**config.mk**
```make
export PLATFORM = sky130hd
export DESIGN_NAME = parallel_uart_transmitter_top
export DESIGN_NICKNAME = d
export VERILOG_FILES = /design/src/rtl/ptx_pkg.sv /design/src/rtl/ptx_front.sv /design/src/rtl/ptx_back.sv /design/src/rtl/parallel_uart_transmitter_top.sv
export SDC_FILE = /design/constraint.sdc
export NUM_CORES = 1
export LEC_CHECK = 0
export BUFFER_PORTS_ARGS = -buffer_cell sky130_fd_sc_hd__buf_2
export CORE_MARGIN = 3
export CORE_UTILIZATION = 50
export DETAILED_ROUTE_END_ITERATION = 10
export PLACE_DENSITY = 0.79
export SYNTH_ARGS = -nofsm -noshare
export SYNTH_HDL_FRONTEND = slang
export SYNTH_SLANG_ARGS = --single-unit
```
**constraint.sdc**
```tcl
create_clock -name clk -period 4.8 [get_ports clk]
set_input_delay 0.24 -clock clk [delete_from_list [all_inputs] [get_ports clk]]
set_output_delay 0.24 -clock clk [all_outputs]
set_load 0.05 [all_outputs]
```
**src/rtl/ptx_pkg.sv**
```systemverilog
// Package with the item types, register codes and frame helpers of the parallel UART transmitter.
`default_nettype none
package ptx_pkg;

	localparam int LANE_FIELDS = 8;
	localparam int DEFAULT_LANES = 8;
	localparam int DEFAULT_DIVISOR_BITS = 16;

	localparam logic [15:0] BAUD_DIVISOR_RESET = 16'd1302;
	localparam logic [7:0] LANE_ENABLE_RESET = 8'hFF;
	localparam logic [7:0] IDLE_LEVELS = 8'hFF;

	localparam logic [3:0] START_SLOT = 4'd0;
	localparam logic [3:0] STOP_SLOT = 4'd9;

	localparam logic REG_BAUD_DIVISOR = 1'b0;
	localparam logic REG_LANE_ENABLE = 1'b1;

	typedef struct packed {
		logic [7:0] lane_byte_0;
		logic [7:0] lane_byte_1;
		logic [7:0] lane_byte_2;
		logic [7:0] lane_byte_3;
		logic [7:0] lane_byte_4;
		logic [7:0] lane_byte_5;
		logic [7:0] lane_byte_6;
		logic [7:0] lane_byte_7;
	} in_item_t;

	typedef struct packed {
		logic [7:0] line_levels;
		logic [7:0] line_toggles;
		logic [3:0] bit_slot;
		logic frame_last;
	} out_item_t;

	// Line level of one lane in a slot: start bit low, data LSB first, stop bit high.
	function automatic logic frame_bit(input logic [7:0] data, input logic [3:0] slot);
		logic [2:0] idx;
		logic bit_val;
		idx = 3'(slot - 4'd1);
		if (slot == START_SLOT) begin
			bit_val = 1'b0;
		end else if (slot >= STOP_SLOT) begin
			bit_val = 1'b1;
		end else begin
			bit_val = data[idx];
		end
		return bit_val;
	endfunction

endpackage
`default_nettype wire

```
**src/rtl/ptx_front.sv**
```systemverilog
// Front end: accepts items, tags the enabled lanes and queues up to two frames.
`default_nettype none
module ptx_front #(
	parameter int LANES = ptx_pkg::DEFAULT_LANES
) (
	input  wire logic clk,
	input  wire logic arst_n,
	input  wire logic push,
	output logic full,
	input  wire ptx_pkg::in_item_t tx_bytes,
	input  wire logic [7:0] lane_enable,
	output logic frame_valid,
	input  wire logic frame_take,
	output logic [((LANES < 8) ? LANES : 8)-1:0][7:0] frame_bytes,
	output logic [((LANES < 8) ? LANES : 8)-1:0] frame_act
);
	import ptx_pkg::*;

	localparam int ACTIVE_LANES = (LANES < LANE_FIELDS) ? LANES : LANE_FIELDS;

	logic [LANE_FIELDS-1:0][7:0] lane_bytes;
	logic [ACTIVE_LANES-1:0][7:0] mem_bytes_q [2];
	logic [ACTIVE_LANES-1:0] mem_act_q [2];
	logic wr_ptr_q;
	logic rd_ptr_q;
	logic [1:0] count_q;
	logic wr;
	logic rd;

	assign lane_bytes[0] = tx_bytes.lane_byte_0;
	assign lane_bytes[1] = tx_bytes.lane_byte_1;
	assign lane_bytes[2] = tx_bytes.lane_byte_2;
	assign lane_bytes[3] = tx_bytes.lane_byte_3;
	assign lane_bytes[4] = tx_bytes.lane_byte_4;
	assign lane_bytes[5] = tx_bytes.lane_byte_5;
	assign lane_bytes[6] = tx_bytes.lane_byte_6;
	assign lane_bytes[7] = tx_bytes.lane_byte_7;

	assign full = (count_q == 2'd2);
	assign frame_valid = (count_q != 2'd0);
	assign wr = push && !full;
	assign rd = frame_take && frame_valid;

	assign frame_bytes = mem_bytes_q[rd_ptr_q];
	assign frame_act = mem_act_q[rd_ptr_q];

	always_ff @(posedge clk) begin
		if (wr) begin
			mem_bytes_q[wr_ptr_q] <= lane_bytes[ACTIVE_LANES-1:0];
			mem_act_q[wr_ptr_q] <= lane_enable[ACTIVE_LANES-1:0];
		end
	end

	always_ff @(posedge clk or negedge arst_n) begin
		if (!arst_n) begin
			wr_ptr_q <= 1'b0;
			rd_ptr_q <= 1'b0;
			count_q <= 2'd0;
		end else begin
			if (wr) begin
				wr_ptr_q <= !wr_ptr_q;
			end
			if (rd) begin
				rd_ptr_q <= !rd_ptr_q;
			end
			case ({wr, rd})
				2'b10: count_q <= count_q + 2'd1;
				2'b01: count_q <= count_q - 2'd1;
				default: count_q <= count_q;
			endcase
		end
	end

endmodule
`default_nettype wire

```
**src/rtl/ptx_back.sv**
```systemverilog
// Back end: steps a frame through its ten baud slots and holds each slot's item for the reader.
`default_nettype none
module ptx_back #(
	parameter int LANES = ptx_pkg::DEFAULT_LANES,
	parameter int DIVISOR_BITS = ptx_pkg::DEFAULT_DIVISOR_BITS
) (
	input  wire logic clk,
	input  wire logic arst_n,
	input  wire logic [DIVISOR_BITS-1:0] baud_divisor,
	input  wire logic frame_valid,
	output logic frame_take,
	input  wire logic [((LANES < 8) ? LANES : 8)-1:0][7:0] frame_bytes,
	input  wire logic [((LANES < 8) ? LANES : 8)-1:0] frame_act,
	output logic empty,
	input  wire logic pop,
	output ptx_pkg::out_item_t tx_slot
);
	import ptx_pkg::*;

	localparam int ACTIVE_LANES = (LANES < LANE_FIELDS) ? LANES : LANE_FIELDS;

	logic busy_q;
	logic [3:0] slot_q;
	logic [DIVISOR_BITS-1:0] cnt_q;
	logic [7:0] prev_q;
	logic [ACTIVE_LANES-1:0][7:0] bytes_q;
	logic [ACTIVE_LANES-1:0] act_q;
	logic out_valid_q;
	out_item_t out_q;
	logic [7:0] levels;
	logic emit;

	genvar g;
	generate
		for (g = 0; g < LANE_FIELDS; g++) begin : g_lane
			if (g < ACTIVE_LANES) begin : g_act
				assign levels[g] = !act_q[g] || frame_bit(bytes_q[g], slot_q);
			end else begin : g_idle
				assign levels[g] = 1'b1;
			end
		end
	endgenerate

	assign frame_take = !busy_q && frame_valid;
	assign emit = busy_q && (cnt_q >= baud_divisor) && (!out_valid_q || pop);
	assign empty = !out_valid_q;
	assign tx_slot = out_q;

	always_ff @(posedge clk) begin
		if (frame_take) begin
			bytes_q <= frame_bytes;
			act_q <= frame_act;
		end
		if (emit) begin
			out_q.line_levels <= levels;
			out_q.line_toggles <= levels ^ prev_q;
			out_q.bit_slot <= slot_q;
			out_q.frame_last <= (slot_q == STOP_SLOT);
		end
	end

	always_ff @(posedge clk or negedge arst_n) begin
		if (!arst_n) begin
			busy_q <= 1'b0;
			slot_q <= START_SLOT;
			cnt_q <= '0;
			prev_q <= IDLE_LEVELS;
			out_valid_q <= 1'b0;
		end else begin
			if (frame_take) begin
				busy_q <= 1'b1;
				slot_q <= START_SLOT;
				cnt_q <= DIVISOR_BITS'(1);
				prev_q <= IDLE_LEVELS;
			end else if (emit) begin
				slot_q <= slot_q + 4'd1;
				cnt_q <= DIVISOR_BITS'(1);
				prev_q <= levels;
				if (slot_q == STOP_SLOT) begin
					busy_q <= 1'b0;
				end
			end else if (busy_q && (cnt_q < baud_divisor)) begin
				cnt_q <= cnt_q + DIVISOR_BITS'(1);
			end
			if (emit) begin
				out_valid_q <= 1'b1;
			end else if (pop) begin
				out_valid_q <= 1'b0;
			end
		end
	end

endmodule
`default_nettype wire

```
**src/rtl/parallel_uart_transmitter_top.sv**
```systemverilog
// Top level of the parallel UART transmitter: configuration registers, front end and back end.
//
// Each accepted item is one byte per lane, sent on all lanes together as an 8N1 frame and
// returned as ten items, one per baud slot (start bit, eight data bits LSB first, stop bit).
// A slot item becomes available once its slot timer has reached baud_divisor (a divisor of
// zero acts as one) and the held slot item is gone or is being popped. A two-frame queue
// ahead of the slot sequencer lets new items be taken while a frame is still being sent.
// Lanes at or above LANES, and lanes whose lane_enable bit is clear, stay high. Registers
// are to be written only while idle, by the user; the block itself does not enforce this.
`default_nettype none
module parallel_uart_transmitter_top #(
	parameter int LANES = ptx_pkg::DEFAULT_LANES,
	parameter int DIVISOR_BITS = ptx_pkg::DEFAULT_DIVISOR_BITS
) (
	input  wire logic clk,
	input  wire logic arst_n,
	input  wire logic push,
	output logic full,
	input  wire ptx_pkg::in_item_t tx_bytes,
	output logic empty,
	input  wire logic pop,
	output ptx_pkg::out_item_t tx_slot,
	input  wire logic wr_en,
	input  wire logic wr_index,
	input  wire logic [DIVISOR_BITS-1:0] wr_data
);
	import ptx_pkg::*;

	localparam int ACTIVE_LANES = (LANES < LANE_FIELDS) ? LANES : LANE_FIELDS;

	logic [DIVISOR_BITS-1:0] baud_divisor_q;
	logic [7:0] lane_enable_q;
	logic frame_valid;
	logic frame_take;
	logic [ACTIVE_LANES-1:0][7:0] frame_bytes;
	logic [ACTIVE_LANES-1:0] frame_act;

	always_ff @(posedge clk or negedge arst_n) begin
		if (!arst_n) begin
			baud_divisor_q <= DIVISOR_BITS'(BAUD_DIVISOR_RESET);
			lane_enable_q <= LANE_ENABLE_RESET;
		end else if (wr_en) begin
			case (wr_index)
				REG_BAUD_DIVISOR: baud_divisor_q <= wr_data;
				REG_LANE_ENABLE: lane_enable_q <= wr_data[7:0];
				default: lane_enable_q <= lane_enable_q;
			endcase
		end
	end

	ptx_front #(
		.LANES(LANES)
	) u_front (
		.clk(clk),
		.arst_n(arst_n),
		.push(push),
		.full(full),
		.tx_bytes(tx_bytes),
		.lane_enable(lane_enable_q),
		.frame_valid(frame_valid),
		.frame_take(frame_take),
		.frame_bytes(frame_bytes),
		.frame_act(frame_act)
	);

	ptx_back #(
		.LANES(LANES),
		.DIVISOR_BITS(DIVISOR_BITS)
	) u_back (
		.clk(clk),
		.arst_n(arst_n),
		.baud_divisor(baud_divisor_q),
		.frame_valid(frame_valid),
		.frame_take(frame_take),
		.frame_bytes(frame_bytes),
		.frame_act(frame_act),
		.empty(empty),
		.pop(pop),
		.tx_slot(tx_slot)
	);

	a_last_is_stop: assert property (@(posedge clk) disable iff (!arst_n)
		!empty |-> (tx_slot.frame_last == (tx_slot.bit_slot == STOP_SLOT)))
		else $error("frame_last does not match the stop slot");

	a_start_from_idle: assert property (@(posedge clk) disable iff (!arst_n)
		(!empty && tx_slot.bit_slot == START_SLOT)
			|-> ((tx_slot.line_levels ^ tx_slot.line_toggles) == IDLE_LEVELS))
		else $error("start slot toggles are not taken from idle high lines");

	a_stop_idle: assert property (@(posedge clk) disable iff (!arst_n)
		(!empty && tx_slot.frame_last) |-> (tx_slot.line_levels == IDLE_LEVELS))
		else $error("stop slot leaves a line low");

endmodule
`default_nettype wire

```
==> reports/summary.txt, run 1 <==
Yosys top cell by area - edfxtp_1
number of buffers created by CTS - 29
Yosys cell types - 46
final wirelength - 22600 um
H-tree Lvls - 1
post-synth top area share - 61.6%
Peak VDD IR - 0.370 mV
die area - 24900 um^2
Avg Cell Area, Syn - 17.3 um^2
fin crit share - 60.6%
crit path launch type - flop
total of max-cap violations - 0
row count - 54
I/O Buffers - 108
Cell Area, Synth - 11500 um^2
Final ANT Viol Nets - 0
Final Core Density - 63.9%
Setup CP Type - flop to flop
core area - 22200 um^2
Synth top cells by count - 237 x edfxtp_1, 81 x mux2_2, 37 x dfrtp_1
sequential area share after synthesis - 74.4%
Max-slew headroom - 28.7%
RSZ-0062 raised after global routing - false
placed cell area - 12400 um^2
initial antenna violation count - 0
CTS clock-pin slew for the worst setup and hold paths - 0.06 ns
DR iter-0 viols - 407
WL met2 - 11500 um
most used flip-flop cell after synthesis - edfxtp_1
routability cong. - 0.824
hold slack final - 0.105 ns
Root Buffer - clkbuf_16
vias in the first global route - 6756
proportion of layout cells with a drive suffix above 1 - 32.5%
Final setup violation count - 0
Tmin final - 2.91 ns
cts repair resizes - 0
Area Overhead vs Synth - 23.1%
Power Total - 6900 uW
final global-route overflow total - 0
Worst-Margin Slew - 1.07 ns
most common cell in the netlist - edfxtp_1
WL met1 - 9230 um
P per Cell Area - 486 nW/um^2
met3 wire length - 1340 um
Setup Skew - 0.0164 ns
Synth Instances - 667
first-pass GRT wire length - 35700 um
Critical Path Fanout Max - 17
Synth area leaders - edfxtp_1 62%, dfrtp_1 8.0%, mux2_2 7.9%, dfstp_2 4.8%, mux4_2 3.1%
number of synthesized register bits - 295
Total GRT Usage - 18.4%
CP required - 5.08 ns
via count - 6328
Fmax - 0.344 GHz
Post-synth EDFFs - 237
Final HPWL DP - 13400 um
TNS Setup - 0 ns
drt wl/cell - 19.2 um
Ports - 109
Worst EP arrival - 3.19 ns
pins over their slew limit - 0
worst-case clock buffer depth - 3
largest net degree at the start of global routing - 73
router iterations before antenna repair - 4
FFs w/ async S/R, synth - 19.7%
initial core utilization - 51.9%
Layout Nets - 978
final instance area - 14200 um^2
Worst-Skew Late Latency - 0.56 ns
post-synth net total - 775
Fin. Hold Viols - 0
clock sinks - 295
status - complete, no violations
Setup crit end kind - flop
top routing layer in use - met4
Die X - 158 um
die span in y - 158 um
Hold WC Path Type - input pin to flop
synth warn - 0
DRC - 0
Leakage - 0.00519 uW
TritonCTS clock tree - done
Inserted Diodes - 0
Vias/cell - 5.39
[routing by layer]
layer | GRT usage, % | up-vias
met2 | 31.7 | 198
met3 | 2.54 | 43
li1 | - | 2926
met1 | 24.9 | 3161
met5 | 0 | -
met4 | 5.41 | 0
[critical path: stages (launching register included)]
cell	delay [ns]
dfrtp_1	0.65
inv_1	0.14
ha_1	0.80
mux4_2	0.40
o22ai_1	0.19
o21ai_0	0.20
xor2_1	0.23
[report_power, final]
group | switching, uW | internal (uW)
clock | 946 | 1420
combinational | 585 | 483
sequential | 182 | 3290
total | 1710 | 5190
[logic make-up after synthesis]
family	synth area share, %
adder cells (fa/ha/maj)	2.38
XOR/XNOR	1.90
multiplexers	11.4
buffers and inverters	1.87
AND/OR/NAND/NOR	5.14
AO/OA/AOI/OAI	2.89
flip-flops	74.4
[final cells by class]
| type | count | area, um^2 |
|---|---|---|
| inverter | 24 | 96.3 |
| sequential | 295 | 8600 |
| fill | 1463 | 8020 |
| multi-input combinational | 324 | 2750 |
| clock buffer | 35 | 769 |
| tap | 280 | 350 |
| clock inverter | 19 | 243 |
| timing repair buffer | 196 | 1410 |
[timing repair]
item                                   4_1_cts  5_1_grt
setup buffers                                0        0
hold buffers                                82        0
endpoints found under the hold margin      190        0
[state kept, by name, summed over array words and instances, names as in the netlist, 8 cells and up]
name                 count
baud_divisor_q          16
u_back.prev_q            8
u_back.cnt_q            16
u_back.bytes_q          64
u_back.act_q             8
u_back.tx_slot          21
u_front.mem_act_q       16
u_front.mem_bytes_q    128
lane_enable_q            8
[cell usage in the layout (no fill, tap or decap), types with 5 or more instances in the layout]
master         instances
o21ai_0               27
ha_1                  22
dlygate4sd3_1         82
and3_1                 5
nand3_1                9
edfxtp_1             237
inv_1                 22
xor2_1                14
mux4_2                16
nor2_1                33
bufinv_16              5
nor3_1                 8
a21oi_1               14
buf_2                108
clkbuf_1               5
clkbuf_16             30
buf_4                  6
dfstp_2               21
mux2_2                81
dfrtp_1               36
nand2_1               32
clkinv_1               5
o22ai_1                8
nand4_1                6
xnor2_1               11
[final timing paths]
kind	end	startpoint	slack [ns]	cells past startpoint
worst max-delay path	u_back.tx_slot[6]	u_back.slot_q[0]	1.89	6
worst min register to register	baud_divisor_q[8]	baud_divisor_q[8]	0.52	2
worst min-delay path	u_front.wr_ptr_q	push	0.10	3
worst max register to register	u_back.tx_slot[6]	u_back.slot_q[0]	1.89	6
min in group asynchronous	u_back.cnt_q[7]	arst_n	0.38	3
max in group asynchronous	u_front.rd_ptr_q	arst_n	3.90	3
[metrics by stage]
| step | instances | setup slack (ns) |
|---|---|---|
| finish | 1173 | 1.89 |
| detailed placement | 1037 | 1.91 |
| CTS | 1173 | 1.89 |
| floorplan | 667 | 0.619 |
| global placement | 1037 | 2.08 |
| global route | 1173 | 1.65 |
(Power assumes the default switching activity.)
==> inputs of run 2 (changes only) <==
==> constraint.sdc (replaced) <==
create_clock -name clk -period 2.75 [get_ports clk]
set_input_delay 0.1375 -clock clk [delete_from_list [all_inputs] [get_ports clk]]
set_output_delay 0.1375 -clock clk [all_outputs]
set_load 0.05 [all_outputs]
==> reports/summary.txt, run 2 (synthesized netlist as in run 1, its figures left out) <==
status - complete, no violations (unchanged)
CP required - 3.01 ns (was 5.08 ns)
Root Buffer - clkbuf_16 (unchanged)
TritonCTS clock tree - done (unchanged)
Final ANT Viol Nets - 0 (unchanged)
Fmax - 0.400 GHz (was 0.344 GHz)
total of max-cap violations - 0 (unchanged)
first-pass GRT wire length - 35200 um (was 35700 um)
I/O Buffers - 108 (unchanged)
initial core utilization - 51.9% (unchanged)
Leakage - 0.00522 uW (was 0.00519 uW)
cts-stage hold buffer count - 83 (was 82)
TNS Setup - 0 ns (unchanged)
Largest Register - u_front.mem_bytes_q (unchanged)
final global-route overflow total - 0 (unchanged)
number of buffers created by CTS - 29 (unchanged)
die span in y - 158 um (unchanged)
capture point of the worst reg-to-reg path - u_back.tx_slot[11] (was u_back.tx_slot[6])
placed cell area - 12500 um^2 (was 12400 um^2)
RSZ-0062 raised after global routing - false (unchanged)
Setup crit end kind - flop (unchanged)
Hold Path Sink - baud_divisor_q[1] (was u_front.wr_ptr_q)
Fillers - 1500 (was 1463)
fin crit share - 90.9% (was 60.6%)
via count - 6265 (was 6328)
Final Core Density - 64.0% (was 63.9%)
DRC - 0 (unchanged)
setup slack, reg-to-reg - 0.25 ns (was 1.89 ns)
router iterations before antenna repair - 5 (was 4)
proportion of layout cells with a drive suffix above 1 - 32.5% (about the same)
Ports - 109 (unchanged)
Final HPWL DP - 13300 um (was 13400 um)
commonest non-fill, non-tap cell in the layout - edfxtp_1 (unchanged)
Vias/cell - 5.30 (was 5.39)
Layout Cells excl Fill - 1181 (was 1173)
Setup CP Type - flop to flop (unchanged)
max incr delay on CP - 0.73 ns (was 0.80 ns)
final wirelength - 22000 um (was 22600 um)
worst-case clock buffer depth - 3 (unchanged)
cts repair resizes - 0 (unchanged)
Worst-Skew Late Latency - 0.54 ns (was 0.56 ns)
row count - 54 (unchanged)
hold path depth - 5 (was 3)
Layout Nets - 989 (was 978)
Largest delay share family, worst path - simple AND/OR/NAND/NOR gates (was adder cells)
Critical Path Fanout Max - 8 (was 17)
final instance area - 14200 um^2 (about the same)
drt wl/cell - 18.6 um (was 19.2 um)
die area - 24900 um^2 (unchanged)
Final WS setup - 0.250 ns (was 1.89 ns)
Area Overhead vs Synth - 23.3% (was 23.1%)
Worst Path Buf+Inv - 1 (unchanged)
FF-to-FF Start - u_back.slot_q[1] (was u_back.slot_q[0])
Reg2Reg Depth - 5 (was 6)
Fin. Hold Viols - 0 (unchanged)
Worst EP arrival - 2.76 ns (was 3.19 ns)
Total GRT Usage - 18.1% (was 18.4%)
Final setup violation count - 0 (unchanged)
Hold WC Path Type - input pin to flop (unchanged)
Tmin final - 2.50 ns (was 2.91 ns)
crit path launch type - flop (unchanged)
max reg flops - 128 (unchanged)
Worst-Margin Slew - 0.896 ns (was 1.07 ns)
initial antenna violation count - 0 (unchanged)
clock sinks - 295 (unchanged)
CTS clock-pin slew for the worst setup and hold paths - 0.06 ns (about the same)
H-tree Lvls - 1 (unchanged)
DR iter-0 viols - 414 (was 407)
P per Cell Area - 832 nW/um^2 (was 486 nW/um^2)
pins over their slew limit - 0 (unchanged)
post-place setup slack - 0.308 ns (was 1.91 ns)
placed cell count - 1047 (was 1037)
routability cong. - 0.827 (was 0.824)
slowest cell on the critical path - nor3b_1 (was ha_1)
hold_sp - wr_index (was push)
Inserted Diodes - 0 (unchanged)
Setup Skew - 0.00749 ns (was 0.0164 ns)
core area - 22200 um^2 (unchanged)
Max-slew headroom - 40.1% (was 28.7%)
Die X - 158 um (unchanged)
largest net degree at the start of global routing - 69 (was 73)
Post-CTS Setup Inserts - 0 (unchanged)
vias in the first global route - 6510 (was 6756)
Peak VDD IR - 0.583 mV (was 0.370 mV)
most frequent cells in the layout - 237 x edfxtp_1, 108 x buf_2, 83 x dlygate4sd3_1 (was 237 x edfxtp_1, 108 x buf_2, 82 x dlygate4sd3_1)
crit path cell chain - inv_1 -> ha_1 -> nor3b_1 -> o21ai_0 -> xor2_1 (was inv_1 -> ha_1 -> mux4_2 -> o22ai_1 -> o21ai_0 -> xor2_1)
-- run 2: cell types whose count changed in the layout (fill, tap and decap cells not counted), moves of 2 or more --
cell,previous run,this run
clkinvlp_4,4,1
buf_4,6,13
bufinv_16,5,3
buf_12,0,3
clkbuf_1,5,9
-- run 2: worst max path at each step --
stage                                  start                      end  depth (start not counted)  slack (ns)
after floorplan           u_front.count_q[0]  u_front.mem_act_q[1][0]                          2        0.04
after global placement     baud_divisor_q[4]         u_back.slot_q[3]                         10        0.35
after detailed placement   baud_divisor_q[4]         u_back.slot_q[3]                         10        0.31
after CTS                  baud_divisor_q[4]         u_back.slot_q[3]                         10        0.29
after global routing        u_back.slot_q[1]       u_back.tx_slot[11]                          5        0.11
final                       u_back.slot_q[1]       u_back.tx_slot[11]                          5        0.25
-- run 2: layout make-up --
class | count | area [um^2] | share of cell area (%)
Timing Repair Buffer | 207 | 1530 | 10.7
Sequential cell | 295 | 8600 | 60.4
Clock buffer | 39 | 773 | 5.43
Clock inverter | 12 | 146 | 1.03
Multi-Input combinational cell | 324 | 2750 | 19.3
Tap cell | 280 | 350 | 2.46
Inverter | 24 | 96.3 | 0.677
-- run 2: metrics by stage --
stage	power, uW	hold WS (ns)
4_1_cts	11900	0.0772
6_report	11800	0.124
3_5_place_dp	8020	0.169
5_1_grt	12400	0.125
3_3_place_gp	7950	0.161
2_1_floorplan	7370	-0.158
-- run 2: where the power goes --
part	leakage, uW	switching [uW]	internal [uW]	total, uW
Combinational	0.00194	1110	913	2020
Clock	0.000443	1570	2250	3820
Sequential	0.00283	277	5730	6010
-- run 2: worst register-to-register path: stages, from the launching register on --
cell     delay [ns]
dfrtp_1        0.46
inv_1          0.15
ha_1           0.16
nor3b_1        0.73
o21ai_0        0.47
xor2_1         0.25
-- run 2: per-layer routing --
metal / wire, um / global-route usage, % / up-vias / part of all wire, %
met5: 0 / 0 / - / 0
met4: 422 / 4.51 / 0 / 1.9
met2: 11000 / 30.5 / 208 / 50
met1: 9350 / 24.7 / 3089 / 42
met3: 1260 / 3.44 / 35 / 5.7
li1: - / - / 2933 / -
